$ cat src/packed_pixel_palette_expander_assert.svh
// assertion macros shared by the palette expander rtl
`ifndef PACKED_PIXEL_PALETTE_EXPANDER_ASSERT_SVH
`define PACKED_PIXEL_PALETTE_EXPANDER_ASSERT_SVH

// same-cycle implication, checked out of reset
`define PPX_ASSERT_IMP(lbl, clk, rstn, ante, cons, msg) \
	lbl: assert property (@(posedge clk) disable iff (!(rstn)) (ante) |-> (cons)) \
		else $error(msg);

// next-cycle implication, checked out of reset
`define PPX_ASSERT_NXT(lbl, clk, rstn, ante, cons, msg) \
	lbl: assert property (@(posedge clk) disable iff (!(rstn)) (ante) |=> (cons)) \
		else $error(msg);

`endif

$ cat src/ppx_pkg.sv
// shared types and constants of the palette expander
`timescale 1ns / 1ps

package ppx_pkg;

	localparam int PAL_ENTRIES = 256;
	localparam int PAL_AW      = $clog2(PAL_ENTRIES);
	localparam int PAL_DW      = 32;
	localparam int LEN_W       = 12;
	localparam logic [LEN_W-1:0] MAX_LINE_PIXELS = 12'd4095;

	typedef enum logic [1:0] {
		OP_PAL_WR = 2'd0,
		OP_LINE   = 2'd1,
		OP_DATA   = 2'd2,
		OP_NONE   = 2'd3
	} op_t;

	// register indexes on the apb port
	localparam logic REG_FORMAT = 1'b0;
	localparam logic REG_FILL   = 1'b1;

	// one raw pixel handed from the unpacker to the lookup stage
	typedef struct packed {
		logic       valid;
		logic [7:0] value;
		logic       last;
	} emit_t;

endpackage

$ cat src/ppx_unpack.sv
// byte unpacker: walks the bit position and pixel count, one pixel per cycle while advance is high
`timescale 1ns / 1ps

module ppx_unpack (
	input  logic                    clk,
	input  logic                    arst_n,
	input  logic [1:0]              size_code,
	input  logic                    accept,
	input  ppx_pkg::op_t            op,
	input  logic [2:0]              start_phase,
	input  logic [ppx_pkg::LEN_W-1:0] line_length,
	input  logic [7:0]              data_byte,
	input  logic                    advance,
	output logic                    ready,
	output ppx_pkg::emit_t          emit
);

	logic                      busy_q, busy_d;
	logic [2:0]                pos_q, pos_d;
	logic [ppx_pkg::LEN_W-1:0] left_q, left_d;
	logic [7:0]                byte_q;
	logic [3:0]                bpp;
	logic [7:0]                mask;
	logic [7:0]                shifted;
	logic                      wrap;
	logic                      last;
	logic                      step;
	logic [2:0]                first_pos;
	logic [2:0]                step_pos;
	logic [ppx_pkg::LEN_W-1:0] step_left;

	assign bpp     = 4'(4'd1 << size_code);
	assign mask    = 8'((9'd1 << bpp) - 9'd1);
	assign shifted = byte_q >> pos_q;
	assign wrap    = {1'b0, pos_q} < bpp;
	assign last    = (left_q == ppx_pkg::LEN_W'(1));
	assign step    = busy_q && advance;

	always_comb begin
		case (size_code)
			2'd0:    first_pos = 3'd7 - start_phase;
			2'd1:    first_pos = 3'd6 - {start_phase[1:0], 1'b0};
			2'd2:    first_pos = 3'd4 - {start_phase[0], 2'b00};
			default: first_pos = 3'd0;
		endcase
	end

	assign step_pos  = wrap ? 3'(4'd8 - bpp) : (pos_q - bpp[2:0]);
	assign step_left = left_q - ppx_pkg::LEN_W'(1);

	// free now, or giving out the final pixel of the byte or of the line this cycle
	assign ready = !busy_q || (step && (wrap || last));

	always_comb begin
		busy_d = busy_q;
		pos_d  = pos_q;
		left_d = left_q;
		if (step) begin
			pos_d  = step_pos;
			left_d = step_left;
			if (wrap || last) begin
				busy_d = 1'b0;
			end
		end
		if (accept) begin
			case (op)
				ppx_pkg::OP_LINE: begin
					pos_d  = first_pos;
					left_d = (line_length > ppx_pkg::MAX_LINE_PIXELS) ?
						ppx_pkg::MAX_LINE_PIXELS : line_length;
				end
				ppx_pkg::OP_DATA: begin
					busy_d = (left_d != '0);
				end
				default: begin
				end
			endcase
		end
	end

	always_ff @(posedge clk or negedge arst_n) begin
		if (!arst_n) begin
			busy_q <= 1'b0;
			pos_q  <= '0;
			left_q <= '0;
		end else begin
			busy_q <= busy_d;
			pos_q  <= pos_d;
			left_q <= left_d;
		end
	end

	always_ff @(posedge clk) begin
		if (accept && op == ppx_pkg::OP_DATA) begin
			byte_q <= data_byte;
		end
	end

	assign emit.valid = step;
	assign emit.value = shifted & mask;
	assign emit.last  = last;

endmodule

$ cat config.mk
export PLATFORM = sky130hd
export DESIGN_NAME = ppx_unpack
export DESIGN_NICKNAME = d
export VERILOG_FILES = /design/src/packed_pixel_palette_expander_assert.svh /design/src/ppx_pkg.sv /design/src/ppx_unpack.sv
export SDC_FILE = /design/constraint.sdc
export NUM_CORES = 1
export LEC_CHECK = 0
export ABC_AREA = 1
export ABC_CLOCK_PERIOD_IN_PS = 3300
export BUFFER_PORTS_ARGS = -buffer_cell sky130_fd_sc_hd__buf_4
export CAP_MARGIN = 25
export CORE_MARGIN = 10
export CORE_UTILIZATION = 39
export CTS_CLUSTER_DIAMETER = 40
export DETAILED_ROUTE_END_ITERATION = 12
export HOLD_SLACK_MARGIN = 0.12
export PLACE_DENSITY = 0.69
export SYNTH_ARGS = -nofsm -noshare
export SYNTH_HDL_FRONTEND = slang
export SYNTH_SLANG_ARGS = --single-unit
$ cat constraint.sdc
create_clock -name clk -period 3.3 [get_ports clk]
set_input_delay 0.165 -clock clk [delete_from_list [all_inputs] [get_ports clk]]
set_output_delay 0.165 -clock clk [all_outputs]
set_load 0.01 [all_outputs]
==> results.toml <==
[clock_network]
clockBufferDepth = 2
h-tree-depth = 1
insertion_delay_ns = 0.26
numClockSinks = 24
holdBufCountCts = 16
cts_tree = "built"
clk_pin_slew_worst_paths_ns = 0.08
root_buffer = "clkbuf_8"
post_cts_buffers = 0
numCtsBuffers = 3
post_cts_resized = 0

[sta]
finClkSkew_ns = 0.00248
hold_viol = 0
min_period_over_period_pct = 76.1
period_needed_ns = 2.51
fmax_ghz = 0.398
slew_headroom_pct = 63.1
setup-tns-final_ns = 0
final_max_slew_viol_count = 0
rsz0062_at_grt = "false"
tightest_slew_ns = 0.552
setup-violations-final = 0

[grt]
gr-total-overflow = 0
grt_pass1_wl_um = 7340
grt_pass1_vias = 1663
track_usage_pct = 11.8
grt_max_degree = 17
antenna_found_initial = 0

[finish]
drive_gt1_share_pct = 20.1
fillers = 428
areaGrowthSynthToFinish_pct = 31.8
utilization_pct = 52.8
regArea_um2 = 641
multiInputGateArea_um2 = 935
num_antenna_cells = 0
layout.nets = 344

[logic_synthesis]
synth_xor_area_share_pct = 1.00
ys_seq_area_share_pct = 36.7
synth_most_common_cell = "nand2_1"
synthMuxAreaShare_pct = 1.72
synth.distinct_cells = 33
synth_nets = 287
synth_top_area_share_pct = 22.9
yosysTopAreaCell = "dfrtp_1"
synthFlopType = "dfrtp_1"
synth-simple-area-share_pct = 33.4
synth_area_mm2 = 0.00175
synth_top_family_by_area = "simple AND/OR/NAND/NOR gates"
yosys.area_share.adder_pct = 6.16
ys_ff_latch = 24
synth_cells = 248
async_reset_ff_share_pct = 66.7
post_synth.cell_area_avg_um2 = 7.04
ys.warnings.count = 0
synth_compound_area_share_pct = 11.3
synth.area.top_cells = "dfrtp_1 (23%), nand2_1 (15%), edfxtp_1 (14%)"
synth_common_cells = "nand2_1 (72), inv_1 (32), nor2_1 (27)"
synth_edf_count = 8

[drt]
drcViolationCount = 0
wl_per_cell_um = 12.5
wl_um = 4460
final_antenna_net_count = 0
drtIter0Drc = 63
num_vias = 1736
vias_per_cell = 4.88
firstDrtPassIters = 4

[floorplanning]
core-area_mm2 = 0.00435
fp-row-count = 24
ios = 42
initial_utilization_pct = 40.1
die_x_um = 86.9
die_h_um = 86.9
die_area_mm2 = 0.00755

[min_path]
min_path_type = "in2reg"

[placement]
dpl.hpwl_um = 3490
place.gp.congestion = 0.922
buffer_ports.inserted = 41

[worst_setup_path]
start_kind = "flop"
endpoint_kind = "flop"
reg2reg_slack_ns = 0.79
cp.required_ns = 3.47
path_class = "reg2reg"
cp.arrival_ns = 2.68
crit_path_max_fanout = 12

[flow_run]
cap_violations = 0

[run_status]
outcome = "complete, no violations"

[pwr]
cellPowerDensity_mw_per_mm2 = 572
vdd_ir_drop_max_mv = 0.195
total_leakage_power_nw = 1.14
layout make-up:
class	count	share of cell area, %
repair buffers	58	20.7
flip-flops and latches	24	27.9
clock buffers	4	1.96
inverters	37	6.04
well taps	52	2.83
multi-input cells	181	40.6
where the power goes:
group / leakage [nW] / internal (mW) / total, mW / switching [mW]
sequential: 0.263 / 0.379 / 0.494 / 0.115
combinational: 0.857 / 0.274 / 0.645 / 0.371
clock: 0.0228 / 0.0863 / 0.176 / 0.0900
flip-flops by register name, indices dropped and copies added (netlist names):
name,count
busy_q,1
pos_q,3
left_q,12
byte_q,8
kinds of logic after synthesis:
logic type | after synthesis
xor+xnor | 2
mux | 3
compound gates | 35
buf+inv | 43
flops | 24
fa+ha+maj | 8
simple gates | 133
metrics by stage:
step / cells / cell area [µm²] / worst slack (ns) / total power, mW / hold slack, ns
floorplan: 248 / 1750 / 1.10 / 0.924 / -0.131
global placement: 336 / 2090 / 0.826 / 1.11 / 0.0383
detailed placement: 336 / 2090 / 0.691 / 1.14 / 0.0400
CTS: 356 / 2300 / 0.776 / 1.33 / 0.166
global route: 356 / 2300 / 0.539 / 1.45 / 0.170
finish: 356 / 2300 / 0.789 / 1.32 / 0.167
critical path, stage by stage, from the launching register on:
cell and delay [ns]:
dfrtp_1 0.50, ha_1 0.33, o21ai_1 0.05, nand2_1 0.07
nand3_1 0.07, nand2_1 0.12, nand2_1 0.07, ha_1 0.22
fa_1 0.38, inv_1 0.08, o21ai_1 0.07, a21o_1 0.17
nand3_1 0.08, nand3_1 0.08, nand2_1 0.09, inv_1 0.04
placed cells by master, fill, tap and decap left out, drive strengths merged, types with 2 or more instances in the layout:
cell          n
a31oi         7
o21ai        18
nor2         33
a21oi         4
mux2i         3
dfrtp        16
o22ai         2
buf          42
nand2        73
nor3          2
nand4         3
clkbuf        4
nand3        20
ha            7
dlygate4sd3  16
inv          37
edfxtp        8
layer usage:
layer / GRT usage, % / routed length, µm
met2: 20.1 / 2200
met1: 14.1 / 1940
met5: 0 / 0
met4: 3.53 / 56
met3: 3.09 / 261
worst paths after layout:
kind,from,end,cells past startpoint
min reg2reg,left_q[7],left_q[7],2
max in group asynchronous,arst_n,left_q[1],2
min,line_length[3],left_q[3],3
max reg2reg,pos_q[1],pos_q[2],15
max,pos_q[1],pos_q[2],15
min in group asynchronous,arst_n,left_q[5],2
No activity file was read; power rests on OpenSTA's default activity.
